**config.mk**
```make
export PLATFORM = sky130hd
export DESIGN_NAME = rrs_front
export DESIGN_NICKNAME = d
export VERILOG_FILES = /design/src/rtl/core/rrs_pkg.sv /design/src/rtl/core/rrs_front.sv
export SDC_FILE = /design/constraint.sdc
export NUM_CORES = 2
export LEC_CHECK = 0
export BUFFER_PORTS_ARGS = -buffer_cell sky130_fd_sc_hd__buf_2
export CORE_MARGIN = 4
export CORE_UTILIZATION = 46
export CTS_CLUSTER_DIAMETER = 200
export DETAILED_ROUTE_END_ITERATION = 6
export PLACE_DENSITY = 0.72
export SETUP_SLACK_MARGIN = 0.02
export SLEW_MARGIN = 15
export SYNTH_ARGS = -nofsm -noshare
export SYNTH_HDL_FRONTEND = slang
export SYNTH_SLANG_ARGS = --single-unit
```
**constraint.sdc**
```tcl
create_clock -name clk_i -period 6.91 [get_ports clk_i]
set_input_delay 0.691 -clock clk_i [delete_from_list [all_inputs] [get_ports clk_i]]
set_output_delay 0.691 -clock clk_i [all_outputs]
set_load 0.1 [all_outputs]
```
**src/rtl/core/rrs_pkg.sv**
```systemverilog
// ----------------------------------------------------------------------------
// rrs_pkg
// shared types and constants of the running regression slope block
// ----------------------------------------------------------------------------
package rrs_pkg;

  // fixed field widths
  localparam int unsigned X_W      = 16;
  localparam int unsigned Y_W      = 24;
  localparam int unsigned SLOPE_W  = 32;
  localparam int unsigned STATUS_W = 2;
  localparam int unsigned COUNT_W  = 9;

  // running sums, each wraps at its own width
  localparam int unsigned SX_W  = 24;
  localparam int unsigned SY_W  = 32;
  localparam int unsigned SXY_W = 48;
  localparam int unsigned SXX_W = 40;

  // slope scaling register
  localparam int unsigned FRAC_W     = 5;
  localparam int unsigned FRAC_MAX   = 24;
  localparam int unsigned FRAC_RESET = 16;

  // entries of the queue between front and back
  localparam int unsigned QUEUE_DEPTH = 2;

  typedef enum logic [1:0] {
    OP_ADD    = 2'd0,
    OP_REMOVE = 2'd1,
    OP_CLEAR  = 2'd2
  } op_e;

  typedef enum logic [STATUS_W-1:0] {
    ST_OK    = 2'd0,
    ST_FULL  = 2'd1,
    ST_EMPTY = 2'd2,
    ST_DEGEN = 2'd3
  } status_e;

  typedef enum logic [2:0] {
    BK_IDLE,
    BK_MUL,
    BK_DIFF,
    BK_SIGN,
    BK_DIV,
    BK_DONE
  } back_state_e;

  typedef struct packed {
    logic [1:0]            operation;
    logic [X_W-1:0]        x;
    logic signed [Y_W-1:0] y;
  } in_req_t;

  typedef struct packed {
    logic signed [SLOPE_W-1:0] slope;
    logic [STATUS_W-1:0]       status;
    logic [COUNT_W-1:0]        count;
  } out_rsp_t;

  typedef struct packed {
    logic [SX_W-1:0]  sx;
    logic [SY_W-1:0]  sy;
    logic [SXY_W-1:0] sxy;
    logic [SXX_W-1:0] sxx;
  } sums_t;

endpackage

```
**src/rtl/core/rrs_front.sv**
```systemverilog
// ----------------------------------------------------------------------------
// rrs_front
// takes requests, forms point products and updates count and running sums
// ----------------------------------------------------------------------------
module rrs_front #(
  parameter int unsigned MAX_POINTS = 256,
  parameter int unsigned X_BITS     = 16,
  parameter int unsigned Y_BITS     = 24,
  parameter int unsigned CNT_W      = 9
) (
  input  logic                 clk_i,
  input  logic                 rst_ni,
  input  logic                 in_valid_i,
  output logic                 in_stall_o,
  input  rrs_pkg::in_req_t     in_req_i,
  input  logic                 full_i,
  output logic                 push_o,
  output rrs_pkg::status_e     snap_status_o,
  output logic [CNT_W-1:0]     snap_cnt_o,
  output rrs_pkg::sums_t       snap_sums_o
);

  localparam int unsigned XB    = (X_BITS < rrs_pkg::X_W) ? X_BITS : rrs_pkg::X_W;
  localparam int unsigned YB    = (Y_BITS < rrs_pkg::Y_W) ? Y_BITS : rrs_pkg::Y_W;
  localparam int unsigned XY_W  = rrs_pkg::X_W + rrs_pkg::Y_W;
  localparam int unsigned XX_W  = 2 * rrs_pkg::X_W;

  logic                              stg_vld_q, stg_vld_d;
  logic [1:0]                        stg_op_q;
  logic [rrs_pkg::X_W-1:0]           stg_x_q;
  logic signed [rrs_pkg::Y_W-1:0]    stg_y_q;
  logic signed [XY_W-1:0]            stg_xy_q;
  logic [XX_W-1:0]                   stg_xx_q;

  logic [rrs_pkg::X_W-1:0]           x_eff;
  logic signed [rrs_pkg::Y_W-1:0]    y_ext;
  logic signed [XY_W-1:0]            xy_d;
  logic [XX_W-1:0]                   xx_d;
  logic                              accept;

  logic [CNT_W-1:0]                  cnt_q, cnt_d;
  rrs_pkg::sums_t                    sums_q, sums_d;
  rrs_pkg::status_e                  st_d;
  logic [rrs_pkg::SX_W-1:0]          dx;
  logic [rrs_pkg::SY_W-1:0]          dy;
  logic [rrs_pkg::SXY_W-1:0]         dxy;
  logic [rrs_pkg::SXX_W-1:0]         dxx;

  // only the low X_BITS of x count, y is sign-extended from Y_BITS
  always_comb begin
    for (int i = 0; i < int'(rrs_pkg::X_W); i++) begin
      x_eff[i] = (i < int'(XB)) ? in_req_i.x[i] : 1'b0;
    end
    for (int i = 0; i < int'(rrs_pkg::Y_W); i++) begin
      y_ext[i] = (i < int'(YB)) ? in_req_i.y[i] : in_req_i.y[YB-1];
    end
    xy_d = $signed({1'b0, x_eff}) * y_ext;
    xx_d = x_eff * x_eff;
  end

  assign push_o     = stg_vld_q && !full_i;
  assign in_stall_o = stg_vld_q && full_i;
  assign accept     = in_valid_i && !in_stall_o;

  always_comb begin
    if (accept) begin
      stg_vld_d = 1'b1;
    end else if (push_o) begin
      stg_vld_d = 1'b0;
    end else begin
      stg_vld_d = stg_vld_q;
    end
  end

  // sum update for the staged request
  always_comb begin
    dx     = rrs_pkg::SX_W'(stg_x_q);
    dy     = rrs_pkg::SY_W'(stg_y_q);
    dxy    = rrs_pkg::SXY_W'(stg_xy_q);
    dxx    = rrs_pkg::SXX_W'(stg_xx_q);
    sums_d = sums_q;
    cnt_d  = cnt_q;
    st_d   = rrs_pkg::ST_OK;
    case (stg_op_q)
      rrs_pkg::OP_ADD: begin
        if (cnt_q == CNT_W'(MAX_POINTS)) begin
          st_d = rrs_pkg::ST_FULL;
        end else begin
          sums_d.sx  = sums_q.sx + dx;
          sums_d.sy  = sums_q.sy + dy;
          sums_d.sxy = sums_q.sxy + dxy;
          sums_d.sxx = sums_q.sxx + dxx;
          cnt_d      = cnt_q + 1'b1;
        end
      end
      rrs_pkg::OP_REMOVE: begin
        if (cnt_q == '0) begin
          st_d = rrs_pkg::ST_EMPTY;
        end else begin
          sums_d.sx  = sums_q.sx - dx;
          sums_d.sy  = sums_q.sy - dy;
          sums_d.sxy = sums_q.sxy - dxy;
          sums_d.sxx = sums_q.sxx - dxx;
          cnt_d      = cnt_q - 1'b1;
        end
      end
      rrs_pkg::OP_CLEAR: begin
        sums_d = '0;
        cnt_d  = '0;
      end
      default: begin
      end
    endcase
  end

  assign snap_status_o = st_d;
  assign snap_cnt_o    = cnt_d;
  assign snap_sums_o   = sums_d;

  always_ff @(posedge clk_i or negedge rst_ni) begin
    if (!rst_ni) begin
      stg_vld_q <= 1'b0;
      cnt_q     <= '0;
      sums_q    <= '0;
    end else begin
      stg_vld_q <= stg_vld_d;
      if (push_o) begin
        cnt_q  <= cnt_d;
        sums_q <= sums_d;
      end
    end
  end

  always_ff @(posedge clk_i) begin
    if (accept) begin
      stg_op_q <= in_req_i.operation;
      stg_x_q  <= x_eff;
      stg_y_q  <= y_ext;
      stg_xy_q <= xy_d;
      stg_xx_q <= xx_d;
    end
  end

  a_cnt_bounded: assert property (@(posedge clk_i) disable iff (!rst_ni)
    cnt_q <= CNT_W'(MAX_POINTS))
    else $error("point count beyond capacity");

endmodule

```
==> impl_table.tex <==
\begin{tabular}{lr}
\hline
Metric & Value \\
\hline
\multicolumn{2}{l}{\textbf{Placement}} \\
Post-detail-place hpwl & 112,000 µm \\
Routability cong. & between 0.9 and 1 \\
DP Area & between 0.05 and 0.06 mm² \\
Placed Instances & 7,190 \\
Port buffer count & 202 \\
Post-Place Setup Slack & -0.580 ns \\
\multicolumn{2}{l}{\textbf{Worst setup path}} \\
Largest delay share family, worst path & adder cells \\
WP data arrival & 6.94 ns \\
Max stage delay on crit path & $\sim$0.55 ns \\
Startpoint type of the worst setup path & primary input \\
CP dominant cell by count & sky130\_fd\_sc\_hd\_\_fa\_1 \\
Number of buffer and inverter instances along the worst setup path & 7 \\
Crit-path slowest cell & sky130\_fd\_sc\_hd\_\_fa\_1 \\
Critical path depth & 26 \\
Maximum fanout encountered on the critical timing path & 11 \\
Reg-to-reg setup timing slack & 2.09 ns \\
Setup crit end kind & flip-flop \\
Type of the worst setup path & primary input to flip-flop \\
R2R cell count & 14 \\
Worst EP required & 7.21 ns \\
\multicolumn{2}{l}{\textbf{Floorplan}} \\
Placeable core area & 0.100 mm² \\
Die extent in y & 326 µm \\
Overall die width & 326 µm \\
Initial Util & 0.464 \\
Floorplan row count & 116 \\
Die area & 0.106 mm² \\
Ports & between 200 and 250 \\
\multicolumn{2}{l}{\textbf{Clock tree}} \\
Htree depth & 2 \\
Clock tree sinks & 266 \\
Clock-pin transition on the worst setup and hold timing paths & 0.06 ns \\
Hold bufs inserted after CTS & 0 \\
Clk buf depth & 3 \\
Insertion delay to the later sink of the worst-skew pair & 0.56 ns \\
Clock tree root buffer cell & sky130\_fd\_sc\_hd\_\_clkbuf\_16 \\
Clock tree from TritonCTS & yes \\
TritonCTS buffer count & 36 \\
\multicolumn{2}{l}{\textbf{Timing}} \\
Fmax achieved & 150 MHz \\
Crit path time final & $\sim$6.6 ns \\
Worst path setup slack after routing & 0.265 ns \\
Final worst clock skew & approximately 0.024 ns \\
Setup-failing EPs final & 0 \\
Max-slew violation total from the final report & 0 \\
Worst-Margin Slew & 1.14 ns \\
Relative max-transition margin & 0.237 \\
Final hold violation count & 0 \\
RSZ-0062 raised after global routing & yes \\
Final clock period utilization by the worst path & 0.962 \\
\multicolumn{2}{l}{\textbf{Finish}} \\
Nets & between 6,000 and 7,000 \\
Non-Filler Instances & slightly above 7,000 \\
Diode count & 0 \\
Share of cells above drive strength 1 & 0.107 \\
Area growth, synth to finish & 11.1\% \\
Post-layout instance area & 0.0517 mm² \\
\multicolumn{2}{l}{\textbf{Drt}} \\
Detailed-router iteration count before antenna repair & 7 \\
Post-DR wirelength/cell & 19.8 µm \\
DR vias & roughly 41,000 \\
DRT antenna net count & 0 \\
Total Wirelength & 144,000 µm \\
DRC violations left & 1 \\
Per-cell via count in the routed design & 5.70 \\
DR iter-0 viols & between 3,000 and 4,000 \\
\multicolumn{2}{l}{\textbf{Global route}} \\
GRT overflow & 0 \\
Largest net degree at the start of global routing & 125 \\
Total routing resource utilization after global routing & 0.267 \\
Via count of the first global-routing pass & 41,900 \\
Number of antenna violations at the first check in global routing & 1 \\
First-pass GRT wire length & 230,000 µm \\
\multicolumn{2}{l}{\textbf{Yosys}} \\
Count of mapped cells out of synthesis & 5,649 \\
Sequential cell area fraction in the yosys report & 0.155 \\
EDFF count, synth & 112 \\
Post-synth ARST share & 0.579 \\
Syn\_nets & 6,691 \\
Warning count from the yosys run & 0 \\
Synthesized area per cell & 8.24 µm² \\
Yosys reg bits & 266 \\
Primary FF master, synth & sky130\_fd\_sc\_hd\_\_dfrtp\_1 \\
Count of cell types in the netlist & 89 \\
Synthesized cell area & roughly 0.047 mm² \\
\multicolumn{2}{l}{\textbf{Run status}} \\
Status & complete, but fails checks \\
Violated checks & design-rule violations \\
\multicolumn{2}{l}{\textbf{Hold path}} \\
Path category of the worst min-delay check & primary input to async pin \\
\multicolumn{2}{l}{\textbf{Run}} \\
Count of maximum capacitance violations & 0 \\
\hline
\end{tabular}
==> cell families (layout without fill, tap and decap cells) <==
group           after synthesis  in the layout  share of synthesized area
flops                       266            266                      0.155
mux                          44             44                     0.0103
buf+inv                    1224           1474                     0.0990
fa+ha+maj                   996            996                      0.355
compound gates             1318           1318                      0.192
simple gates               1668           1668                      0.164
xor+xnor                    133            133                     0.0250
==> metal layers <==
metal,vias up,share of wire,GRT usage,wire length [µm]
li1,19200,-,-,-
met1,20200,0.43,0.360,61100
met2,1618,0.46,0.445,66400
met3,276,0.075,0.0340,10800
met4,0,0.037,0.0916,5250
met5,-,0,0,0
==> path summary, 6_finish.rpt <==
| kind | startpoint | to |
|---|---|---|
| max in group asynchronous | rst_ni | sums_q[79]$_DFFE_PN0P_ |
| worst max register to register | stg_xy_q[1]$_DFFE_PP_ | sums_q[87]$_DFFE_PN0P_ |
| worst min register to register | sums_q[93]$_DFFE_PN0P_ | sums_q[93]$_DFFE_PN0P_ |
| worst max-delay path | in_req_i[30] | stg_xy_q[38]$_DFFE_PP_ |
| min in group clk_i | in_req_i[41] | stg_op_q[1]$_DFFE_PP_ |
| worst min-delay path | rst_ni | sums_q[1]$_DFFE_PN0P_ |
==> Yosys cell counts, drive strengths merged (18+ instances only) <==
library cell | n | area share
o221ai | 37 | 0.0070
o21ai | 245 | 0.026
xnor2 | 96 | 0.018
a211oi | 19 | 0.0031
nand2b | 53 | 0.0071
ha | 454 | 0.12
a31oi | 42 | 0.0056
or2 | 21 | 0.0029
nand3 | 52 | 0.0056
nor3 | 76 | 0.0082
nor4 | 27 | 0.0036
dfrtp | 154 | 0.083
a221oi | 26 | 0.0053
nand2 | 726 | 0.059
o21bai | 71 | 0.011
edfxtp | 112 | 0.072
or3 | 23 | 0.0031
o22ai | 63 | 0.0085
a22o | 40 | 0.0075
inv | 927 | 0.075
and2 | 213 | 0.029
o31ai | 19 | 0.0031
buf | 36 | 0.0032
clkbuf | 258 | 0.021
xor2 | 37 | 0.0070
nand4 | 18 | 0.0024
o211ai | 28 | 0.0045
a221o | 70 | 0.015
a21o | 111 | 0.018
nor2 | 363 | 0.029
o21a | 44 | 0.0071
a22oi | 31 | 0.0050
a21oi | 316 | 0.034
mux2 | 27 | 0.0066
and3 | 21 | 0.0028
nor2b | 37 | 0.0050
fa | 542 | 0.23
==> area by class of cell <==
type,count,area (µm²)
Sequential cell,266,7220
Tap cell,1357,1700
Clock inverter,18,158
Clock buffer,46,991
Fill cell,9340,48600
Inverter,930,3500
Timing Repair Buffer,480,3290
Multi-Input combinational cell,4159,34900
==> layout by cell type (no fill, tap or decap), drive strengths merged, types with 19 or more instances in the layout <==
cell	netlist	routed
o21bai	71	71
clkbuf	258	52
dfrtp	154	154
a31oi	42	42
nand2	726	726
o31ai	19	19
a221oi	26	26
a211oi	19	19
nor2	363	363
nand3	52	52
nand2b	53	53
a221o	70	70
nor2b	37	37
and3	21	21
buf	36	474
o221ai	37	37
xnor2	96	96
a22oi	31	31
a21o	111	111
mux2	27	27
and2	213	213
inv	927	929
ha	454	454
o22ai	63	63
o21ai	245	245
nor4	27	27
o211ai	28	28
a22o	40	40
xor2	37	37
or2	21	21
or3	23	23
a21oi	316	316
fa	542	542
edfxtp	112	112
o21a	44	44
nor3	76	76
==> through the flow <==
step	TNS, ns	util	hold slack [ns]
after floorplan	-0.0194	-	0.395
after CTS	0	0.515	0.155
final	0	0.516	0.152
after global placement	-4.21	0.503	0.517
after detailed placement	-5.42	0.503	0.528
after global routing	0	0.516	0.183
==> repair_timing <==
item                                    in CTS  in global routing
resized for setup                            0                 46
setup buffers                                0                  2
hold endpoints to repair                     0                  0
endpoints found under the setup margin       0                 10
==> state kept, by name, indices dropped and copies added (netlist names) <==
name,count
stg_x_q,16
stg_y_q,24
stg_xy_q,40
stg_op_q,2
sums_q,144
stg_xx_q,30
cnt_q,9
stg_vld_q,1
==> worst register-to-register path, cell delays in order (launching register included) <==
cell,delay (ns)
sky130_fd_sc_hd__edfxtp_1,0.51
sky130_fd_sc_hd__inv_1,0.14
sky130_fd_sc_hd__ha_1,0.31
sky130_fd_sc_hd__nor2b_1,0.06
sky130_fd_sc_hd__o311ai_0,0.45
sky130_fd_sc_hd__o21ai_0,0.27
sky130_fd_sc_hd__o22ai_1,0.43
sky130_fd_sc_hd__o211ai_1,0.40
sky130_fd_sc_hd__o21ai_0,0.42
sky130_fd_sc_hd__or2_2,0.25
sky130_fd_sc_hd__o21ai_0,0.23
sky130_fd_sc_hd__a2111oi_1,0.68
sky130_fd_sc_hd__xnor2_1,0.16
sky130_fd_sc_hd__or3_1,0.33
sky130_fd_sc_hd__o2111ai_1,0.09
Power is left out: the tool's default activity adds up to more than one toggle a clock period on the data nets, which glitch-free logic cannot reach.
