$ cat config.mk
export PLATFORM = sky130hd
export DESIGN_NAME = rrs_fifo
export DESIGN_NICKNAME = d
export VERILOG_FILES = /design/src/rtl/core/rrs_fifo.sv
export SDC_FILE = /design/constraint.sdc
export NUM_CORES = 1
export LEC_CHECK = 0
export ABC_AREA = 0
export BUFFER_PORTS_ARGS = -buffer_cell sky130_fd_sc_hd__buf_2
export CELL_PAD_IN_SITES_DETAIL_PLACEMENT = 1
export CELL_PAD_IN_SITES_GLOBAL_PLACEMENT = 1
export CORE_MARGIN = 3
export CORE_UTILIZATION = 40
export CTS_CLUSTER_SIZE = 16
export DETAILED_ROUTE_END_ITERATION = 8
export GPL_TIMING_DRIVEN = 0
export PLACE_DENSITY = 0.81
export SYNTH_ARGS = -nofsm -noshare
export SYNTH_HDL_FRONTEND = slang
export SYNTH_SLANG_ARGS = --single-unit
$ cat constraint.sdc
create_clock -name clk_i -period 1.4 [get_ports clk_i]
set_input_delay 0.07 -clock clk_i [delete_from_list [all_inputs] [get_ports clk_i]]
set_output_delay 0.07 -clock clk_i [all_outputs]
set_load 0.03 [all_outputs]
$ cat src/rtl/core/rrs_fifo.sv
// ----------------------------------------------------------------------------
// rrs_fifo
// short queue of sum snapshots between front and back
// ----------------------------------------------------------------------------
module rrs_fifo #(
  parameter int unsigned WIDTH = 8,
  parameter int unsigned DEPTH = 2
) (
  input  logic             clk_i,
  input  logic             rst_ni,
  input  logic             push_i,
  input  logic [WIDTH-1:0] wdata_i,
  output logic             full_o,
  input  logic             pop_i,
  output logic [WIDTH-1:0] rdata_o,
  output logic             empty_o
);

  localparam int unsigned PTR_W = (DEPTH > 1) ? $clog2(DEPTH) : 1;
  localparam int unsigned CNT_W = $clog2(DEPTH + 1);

  logic [WIDTH-1:0] mem_q [DEPTH];
  logic [PTR_W-1:0] wr_ptr_q, wr_ptr_d;
  logic [PTR_W-1:0] rd_ptr_q, rd_ptr_d;
  logic [CNT_W-1:0] cnt_q, cnt_d;

  assign full_o  = (cnt_q == CNT_W'(DEPTH));
  assign empty_o = (cnt_q == '0);
  assign rdata_o = mem_q[rd_ptr_q];

  always_comb begin
    wr_ptr_d = push_i ? wr_ptr_q + 1'b1 : wr_ptr_q;
    rd_ptr_d = pop_i ? rd_ptr_q + 1'b1 : rd_ptr_q;
    cnt_d    = cnt_q;
    if (push_i && !pop_i) begin
      cnt_d = cnt_q + 1'b1;
    end else if (pop_i && !push_i) begin
      cnt_d = cnt_q - 1'b1;
    end
  end

  always_ff @(posedge clk_i or negedge rst_ni) begin
    if (!rst_ni) begin
      wr_ptr_q <= '0;
      rd_ptr_q <= '0;
      cnt_q    <= '0;
    end else begin
      wr_ptr_q <= wr_ptr_d;
      rd_ptr_q <= rd_ptr_d;
      cnt_q    <= cnt_d;
    end
  end

  always_ff @(posedge clk_i) begin
    if (push_i) begin
      mem_q[wr_ptr_q] <= wdata_i;
    end
  end

  a_no_overflow: assert property (@(posedge clk_i) disable iff (!rst_ni)
    push_i |-> !full_o)
    else $error("push into full queue");

  a_no_underflow: assert property (@(posedge clk_i) disable iff (!rst_ni)
    pop_i |-> !empty_o)
    else $error("pop from empty queue");

endmodule

==> impl_results.md, run 1 <==
- Final setup TNS: 0 ps
- Worst R2R Start: wr_ptr_q$_DFFE_PN0P_
- Post-route clock period utilization: 99.2%
- Initial Utilization: 43.7%
- Max Cap Viol: 0
- Type of origin of the critical path: flop
- DRC: 0
- Worst Setup Path Type: flop to primary output
- Sequential area share after synthesis: between 70 and 80%
- Final WL: 1510 um
- Worst path slowest cell: dfrtp_1
- WHS: 100 ps
- Num ports: 22
- Non-Filler Instances: 103
- Placed Instances: 87
- Port bufs: 21
- Clock Path Buffers: 2
- Max-slew violations: 0
- Max incr delay on CP: about 380 ps
- Worst EP required: 1330 ps
- Die Footprint: 2490 sq um
- Footprint of the multi-input gates: between 150 and 200 sq um
- Minimum clock period: 1390 ps
- Max rail drop VDD: 1280 uV
- Largest net degree at the start of global routing: 13
- Power density over cell area: 2030 nW/um^2
- R2R depth: 1
- Routed WL per cell: roughly 15 um
- Hold Crit Class: input port to asynchronous set/reset pin
- Cts bufs inserted: 3
- Layout cell share with drive strength beyond 1: 47.4%
- Htree depth: 1
- Via count: around 470
- GRT Overall Usage: between 10% and 20%
- WP data arrival: 1320 ps
- Fin. Hold Viols: 0
- Width of the die: about 50 um
- Post-Syn Area: approximately 770 sq um
- Gpl congestion: 0.692
- Synth cell types: 12
- Initial DRC count: 2
- CP Buf/Inv Count: 2
- Synth Instances: 41
- Vias/cell: 4.55
- Total setup buffers inserted after CTS: 0
- # setup viols final: 0
- DRT antenna net count: 0
- Fillers: 180
- Syn_area_per_cell: 18.8 sq um
- Slew HR: 73.5%
- RSZ-0062 raised after global routing: true
- Dpl hpwl: about 1000 um
- Worst r2r dst: mem_q[1][7]$_DFFE_PP_
- Area growth, synth to finish: 45.8%
- Status: completed
- Seq cells post-synth: 20
- CP Max Fanout: 5
- Static Leak: approximately 0.46 nW
- Synth Warn #: 0
- Clock Latency Late Sink: 290 ps
- Sequential standard cell area: slightly below 600 sq um
- CTS Sinks: 20
- Die height: around 50 um
- First-pass GRT wire length: between 2000 and 3000 um
- Initial antenna violation count: 0
- Core Area: ~1800 sq um
- Reg clk slew, reported paths: 110 ps
- Element type at the critical path end: primary output
- Clk_skew: roughly 5.7 ps
- Cells along the critical path: buf_6, mux2_2, buf_2
- CTS tree: built
- Delay-heaviest family, CP: flip-flops
- Max frequency: 720 MHz
- GRT Residual Overflow: 0
- Number of placement rows: 15
- Slew @ Worst Pin: 396 ps
- Ant diodes: 0
- Root Driver: clkbuf_4
- Flop2flop setup slack: 260 ps
- Synthesized Nets: 54
- First drt pass iteration count: 2
- Vias in the first global route: 564
- Layout net count: 92
-- synthesized netlist by cell type, drive strengths merged --
| cell | instances | area share [%] |
|---|---|---|
| and2 | 1 | 0.81 |
| xor2 | 4 | 4.5 |
| xnor2 | 1 | 1.1 |
| and2b | 1 | 1.1 |
| inv | 1 | 0.49 |
| dfrtp | 4 | 13 |
| nor2 | 2 | 0.97 |
| edfxtp | 16 | 62 |
| nor2b | 1 | 0.81 |
| mux2 | 8 | 12 |
| buf | 1 | 1.5 |
| ha | 1 | 1.6 |
-- what timing repair did --
action / in CTS / in global routing
hold buffers: 11 / 0
pin swaps: 0 / 0
resized for setup: 7 / 12
gates cloned: 0 / 1
setup endpoints to repair: 4 / 16
endpoints found under the hold margin: 22 / 0
-- worst max path at each step --
stage                                    start                     to  slack [ps]  depth (start not counted)
final                     rd_ptr_q$_DFFE_PN0P_             rdata_o[3]          10                          3
after floorplan           wr_ptr_q$_DFFE_PN0P_  mem_q[0][0]$_DFFE_PP_         240                          1
after global routing      rd_ptr_q$_DFFE_PN0P_             rdata_o[3]         -70                          3
after CTS                 rd_ptr_q$_DFFE_PN0P_             rdata_o[5]         0.6                          3
after detailed placement  wr_ptr_q$_DFFE_PN0P_  mem_q[0][5]$_DFFE_PP_          50                          1
after global placement    wr_ptr_q$_DFFE_PN0P_  mem_q[0][2]$_DFFE_PP_          30                          1
-- cell type report --
cell class / count / area share, %
clock inverters: 1 / 2.67
well taps: 25 / 2.78
flip-flops and latches: 20 / 51.7
multi-input cells: 19 / 15.8
clock buffers: 3 / 2.00
inverters: 1 / 0.334
plain buffers: 1 / 1.00
repair buffers: 33 / 23.7
-- cells by family (layout without fill, tap and decap cells) --
group                      count (synthesis)  in the layout  share of synthesized area, %
muxes                                      8              8                          11.7
buffers and inverters                      2             39                          1.95
xor gates and xnor gates                   5              5                          5.68
and+or+nand+nor                            5              5                          3.74
DFF                                       20             20                          75.3
adders and majority gates                  1              1                          1.62
-- power breakdown --
part / switching [W] / internal [W] / total [W]
logic: 0.000510 / 0.000432 / 0.000941
registers: 0.0000820 / 0.000809 / 0.000891
clock network: 0.000163 / 0.000289 / 0.000452
total: 0.000755 / 0.00153 / 0.00228
-- metrics by stage --
step / area, sq um / worst slack (ps) / total power [W] / utilization [%]
floorplan: 771 / 238 / 0.00146 / -
global placement: 907 / 30.5 / 0.00164 / 51.4
detailed placement: 907 / 50.8 / 0.00168 / 51.4
CTS: 1090 / 0.584 / 0.00221 / 61.8
global route: 1120 / -72.5 / 0.00241 / 63.7
finish: 1120 / 11.7 / 0.00228 / 63.7
-- routing by layer --
metal  global-route usage [%]  part of all wire [%]
met1                     13.2                    35
met2                     28.0                    62
met3                     4.83                   3.2
met4                     5.53                     0
met5                        0                     0
-- registers in the layout (all words and copies together) (netlist names) --
register and cells:
wr_ptr_q 1, cnt_q 2, mem_q 16, rd_ptr_q 1
-- layout by cell type, fill, tap and decap left out --
master | Yosys | routed
bufinv_16 | 0 | 1
dfrtp_1 | 4 | 4
and2_1 | 1 | 1
and2b_2 | 1 | 1
buf_4 | 0 | 1
nor2b_2 | 0 | 1
mux2_2 | 8 | 8
ha_1 | 1 | 1
buf_6 | 1 | 8
dlygate4sd3_1 | 0 | 11
nor2_1 | 2 | 2
inv_1 | 1 | 1
xnor2_1 | 1 | 1
clkbuf_4 | 0 | 3
xor2_1 | 4 | 4
edfxtp_1 | 16 | 16
buf_2 | 0 | 14
Note: power is estimated with default switching activity, not from simulation.
==> inputs of run 2 (changes only) <==
==> constraint.sdc (replaced) <==
create_clock -name clk_i -period 1.4 [get_ports clk_i]
set_input_delay 0.14 -clock clk_i [delete_from_list [all_inputs] [get_ports clk_i]]
set_output_delay 0.14 -clock clk_i [all_outputs]
set_load 0.03 [all_outputs]
==> run 2 against run 1 <==
Cell area shrank 3.8%. Combinational power is 11% higher. Die area stayed put. Critical endpoint is now rdata_o[1]. Hold slack worse by 73 ps. The run now ends with negative setup slack left.
==> impl_results.md, run 2 (synthesis results as in run 1) <==
- Clk_skew: 2.17 ps
- Final setup TNS: -385 ps
- Final WL: 1410 um
- Number of placement rows: 15
- Width of the die: between 40 and 50 um
- Top reg by flops: mem_q
- Dpl ws: between 50 and 60 ps
- Via count: 441
- Minimum clock period: 1460 ps
- Largest net degree at the start of global routing: 13
- Layout net count: 84
- Worst EP required: 1260 ps
- Num ports: 22
- Post-route clock period utilization: 104%
- Vias/cell: 4.64
- Port bufs: 21
- R2R depth: 1
- Worst r2r dst: mem_q[1][7]$_DFFE_PP_
- Type of origin of the critical path: flop
- CTS tree: built
- Max reg flops: 16
- Root Driver: clkbuf_4
- Slew @ Worst Pin: 398 ps
- Max-slew violations: 0
- Delay-heaviest family, CP: flip-flops
- DRC: 0
- Commonest cells after routing, fill and taps aside: edfxtp_1, buf_2, buf_6
- Hold wc startpoint: wdata_i[2]
- Status: finished with violations
- Clock Path Buffers: 2
- Fin worst setup slack: -57.2 ps
- Registers with the most flip-flops: mem_q x16, cnt_q x2
- Worst path slowest cell: dfrtp_1
- Dpl hpwl: between 1000 and 1500 um
- Reg clk slew, reported paths: 110 ps
- Die Footprint: 2490 sq um
- Die height: 49.9 um
- Vias in the first global route: 517
- Initial Utilization: 43.7%
- Static Leak: between 0.4 and 0.5 nW
- WP data arrival: approximately 1300 ps
- Tot Pwr: approximately 0.0024 W
- Area growth, synth to finish: 40.3%
- DRT antenna net count: 0
- Core Area: 1760 sq um
- Gpl congestion: 0.692
- First drt pass iteration count: 2
- Worst Setup Path Type: flop to primary output
- RSZ-0062 raised after global routing: true
- Failing checks: negative setup slack
- Initial DRC count: 1
- Layout cell share with drive strength beyond 1: 54.3%
- Worst path most repeated cell: buf_6
- Slew HR: 73.3%
- Max rail drop VDD: 1290 uV
- Cts bufs inserted: 3
- Max incr delay on CP: 430 ps
- GRT Overall Usage: 14.1%
- CP Max Fanout: 5
- Hold Path Sink: mem_q[1][2]$_DFFE_PP_
- Hold Crit Class: input port to flop
- Ant diodes: 0
- Element type at the critical path end: primary output
- Hold path depth: 1
- Commonest non-fill, non-tap cell in the layout: edfxtp_1
- Clock Latency Late Sink: between 200 and 300 ps
- Worst R2R Start: wr_ptr_q$_DFFE_PN0P_
- Power density over cell area: around 2200 nW/um^2
- Max Cap Viol: 0
- Fillers: 182
- Cells along the critical path: buf_6, mux2_4, buf_6
- Sequential standard cell area: 581 sq um
- Htree depth: 1
- Fin. Hold Viols: 0
- GRT Residual Overflow: 0
- Flop2flop setup slack: roughly 270 ps
- CP Buf/Inv Count: 2
- CTS Sinks: 20
- Footprint of the multi-input gates: 208 sq um
- First-pass GRT wire length: 2500 um
- # setup viols final: 8
- Initial antenna violation count: 0
- Max frequency: 686 MHz
- Routed WL per cell: 14.9 um
[run 2: power by group]
| group | switching [W] | internal [W] | total (W) |
|---|---|---|---|
| sequential | 0.0000878 | 0.000809 | 0.000897 |
| clock | 0.000167 | 0.000289 | 0.000456 |
| combinational | 0.000525 | 0.000514 | 0.00104 |
| total | 0.000779 | 0.00161 | 0.00239 |
[run 2: metal layers]
| layer | wire length, um | GRT usage [%] | share of wire, % | vias to the layer above |
|---|---|---|---|---|
| met5 | 0 | 0 | 0 | - |
| met4 | 0 | 5.53 | 0 | 0 |
| met3 | 44 | 4.83 | 3.1 | 0 |
| met2 | 852 | 26.0 | 60 | 11 |
| met1 | 514 | 14.2 | 36 | 224 |
| li1 | - | - | - | 206 |
[run 2: final cells by class]
| type | count | share of cell area [%] |
|---|---|---|
| repair buffers | 25 | 17.9 |
| multi-input cells | 19 | 19.2 |
| inverters | 1 | 0.347 |
| clock buffers | 3 | 2.08 |
| clock inverters | 1 | 2.78 |
| plain buffers | 1 | 1.04 |
| flip-flops and latches | 20 | 53.7 |
| well taps | 25 | 2.89 |
[run 2: what timing repair did]
item,CTS,global route
hold endpoints to repair,4,2
gates cloned,1,0
gates resized for setup,26,1
hold buffers,1,1
setup buffers,1,0
endpoints found under the setup margin,8,16
[run 2: worst max-delay path by stage]
stage / from / end / slack (ps) / depth (start not counted)
finish: rd_ptr_q$_DFFE_PN0P_ / rdata_o[1] / -60 / 3
global route: rd_ptr_q$_DFFE_PN0P_ / rdata_o[7] / -120 / 3
CTS: rd_ptr_q$_DFFE_PN0P_ / rdata_o[1] / -70 / 3
detailed placement: wr_ptr_q$_DFFE_PN0P_ / mem_q[0][5]$_DFFE_PP_ / 50 / 1
global placement: wr_ptr_q$_DFFE_PN0P_ / mem_q[0][2]$_DFFE_PP_ / 30 / 1
floorplan: wr_ptr_q$_DFFE_PN0P_ / mem_q[0][0]$_DFFE_PP_ / 240 / 1
[run 2: stage by stage]
stage	hold WS, ps	instances	util [%]	instance area, sq um
after floorplan	-156	41	-	771
after global placement	-49.6	87	51.4	907
after detailed placement	-47.5	87	51.4	907
after CTS	13.6	94	60.6	1070
after global routing	2.09	95	61.3	1080
final	27.4	95	61.3	1080
==> inputs of run 3 (changes only) <==
- CORE_UTILIZATION: 40 -> 43
- CTS_BUF_LIST: not set -> sky130_fd_sc_hd__clkbuf_4
- GPL_TIMING_DRIVEN: 0 -> 1
- PLACE_DENSITY: 0.81 -> 0.86
==> run 3 against run 2 <==
The run still ends with negative setup slack left. Non-clock buffer count grew 1. Worst setup slack gained 22 ps. Die area shrank 6.2%. First-iteration DRC count grew to 6.0 times the previous value. Core utilization grew 3.4 points. Hold slack lost 1.6 ps. Clock power shrank 36%. Register-to-register slack gained 40 ps. Total power shrank 9.3%. Cell area shrank 4.6%. Highest routed layer is now met4.
==> impl_results.md, run 3 (synthesis results as in run 1) <==
- Num ports: 22
- Registers with the most flip-flops: mem_q x16, cnt_q x2
- Cells along the critical path: buf_6, mux2_2, buf_6
- GRT Residual Overflow: 0
- Post-route clock period utilization: 103%
- First drt pass iteration count: 2
- Switching share of power: between 30% and 40%
- Max Cap Viol: 0
- Gpl congestion: 0.677
- Routed WL per cell: ~15 um
- DRT antenna net count: 0
- Core Area: 1590 sq um
- Clk_skew: approximately 3.4 ps
- WP data arrival: 1300 ps
- Initial Utilization: 48.4%
- CTS tree: built
- GR Util met2: roughly a quarter
- Seq pwr share: slightly above 40%
- Slew HR: 74.9%
- GRT busiest layer: met2
- DRC: 0
- Fin. Hold Viols: 0
- Ant diodes: 0
- Initial antenna violation count: 0
- GRT Overall Usage: 13.6%
- First-pass GRT wire length: ~2300 um
- Worst Setup Path Type: flop to primary output
- Max reg flops: 16
- Reg clk slew, reported paths: 100 ps
- Max-slew violations: 0
- Hold Crit Class: input port to flop
- Post-layout util: ~65%
- Layout cell share with drive strength beyond 1: 56.3%
- Commonest cells after routing, fill and taps aside: edfxtp_1, buf_2, buf_6
- Type of origin of the critical path: flop
- Non-Filler Instances: 95
- Failing checks: negative setup slack
- Max rail drop VDD: approximately 1500 uV
- Element type at the critical path end: primary output
- Vias/cell: 4.51
- Width of the die: around 48 um
- CP Max Fanout: 4
- WHS: 25.8 ps
- Slew @ Worst Pin: 376 ps
- Clock Latency Late Sink: 290 ps
- Max incr delay on CP: 410 ps
- Layout net count: 85
- Worst path most repeated cell: buf_6
- Max frequency: between 600 and 700 MHz
- Fin worst setup slack: -35.7 ps
- Number of placement rows: 14
- P_sw: 0.000750 W
- Vias in the first global route: ~480
- Clock Power Share: 13.5%
- Status: finished with violations
- Int Pwr: 0.00142 W
- Commonest non-fill, non-tap cell in the layout: edfxtp_1
- # setup viols final: 8
- Port bufs: 21
- Logic pwr share: a little under half
- Htree depth: 1
- Initial DRC count: 6
- Final WL: 1390 um
- Die height: 48.3 um
- Met1 Use GR: between 10% and 20%
- Die Footprint: 2340 sq um
- Worst EP required: 1260 ps
- Top reg by flops: mem_q
- Met3 Track Usage GR: 3.07%
- Clock Path Buffers: 2
- Dpl hpwl: 974 um
- Minimum clock period: 1440 ps
- Cts bufs inserted: 3
- Largest net degree at the start of global routing: 12
- Worst path slowest cell: dfrtp_2
- Area growth, synth to finish: 33.8%
- Root Driver: clkbuf_4
- CTS Sinks: 20
- Placed Instances: 86
- Power density over cell area: 2110 nW/um^2
- Via count: 428
- Static Leak: about 0.43 nW
- Tot Pwr: about 0.0022 W
- RSZ-0062 raised after global routing: true
==> run 3: per-layer routing <==
layer  routed length [um]  up-vias  part of all wire (%)
met3                   57        4                   4.1
met2                  748       13                    54
li1                     -      207                     -
met5                    0        -                     0
met4                   33        0                   2.4
met1                  549      204                    40
==> run 3: stage by stage <==
stage,area [sq um],setup TNS [ps],setup WS [ps]
3_3_place_gp,902,0,169
6_report,1030,-229,-35.7
3_5_place_dp,902,0,138
5_1_grt,1030,-644,-85.8
2_1_floorplan,771,0,238
4_1_cts,1030,-214,-33.9
==> run 3: final timing paths <==
kind                                      startpoint               endpoint  slack, ps  cells after the start
worst max register to register  wr_ptr_q$_DFFE_PN0P_  mem_q[1][1]$_DFFE_PP_        310                      1
max in group asynchronous                     rst_ni   rd_ptr_q$_DFFE_PN0P_       1100                      2
worst max-delay path            rd_ptr_q$_DFFE_PN0P_             rdata_o[6]        -40                      3
min in group asynchronous                     rst_ni   wr_ptr_q$_DFFE_PN0P_        170                      2
worst min-delay path                      wdata_i[2]  mem_q[1][2]$_DFFE_PP_         30                      1
worst min register to register  wr_ptr_q$_DFFE_PN0P_   wr_ptr_q$_DFFE_PN0P_        500                      1
==> run 3: final cells by class <==
cell class                 instances  area [sq um]
sequential                        20           582
fill                             144           563
tap                               24          30.0
multi-input combinational         19           175
clock buffer                       4          30.0
timing repair buffer              27           210
inverter                           1          3.75
==> run 3: timing repair <==
item | in CTS | in global routing
hold buffers | 1 | 0
pin swaps | 0 | 0
endpoints found under the setup margin | 8 | 8
endpoints found under the hold margin | 4 | 0
gates resized for setup | 21 | 0
setup buffers | 4 | 0
==> run 3: worst max-delay path: cells and delay by family, from the launching register on <==
family | cells | cell delay, ps
buffers and inverters | 2 | 260
multiplexers | 1 | 340
flip-flops | 1 | 410
==> run 3: power by group through the flow <==
stage / clock network [W] / logic [W] / registers [W]
4_1_cts: 0.000304 / 0.000996 / 0.000896
5_1_grt: 0.000338 / 0.00104 / 0.000914
2_1_floorplan: 0 / 0.000589 / 0.000873
3_5_place_dp: 0 / 0.000703 / 0.000943
6_report: 0.000293 / 0.000982 / 0.000896
3_3_place_gp: 0 / 0.000690 / 0.000926
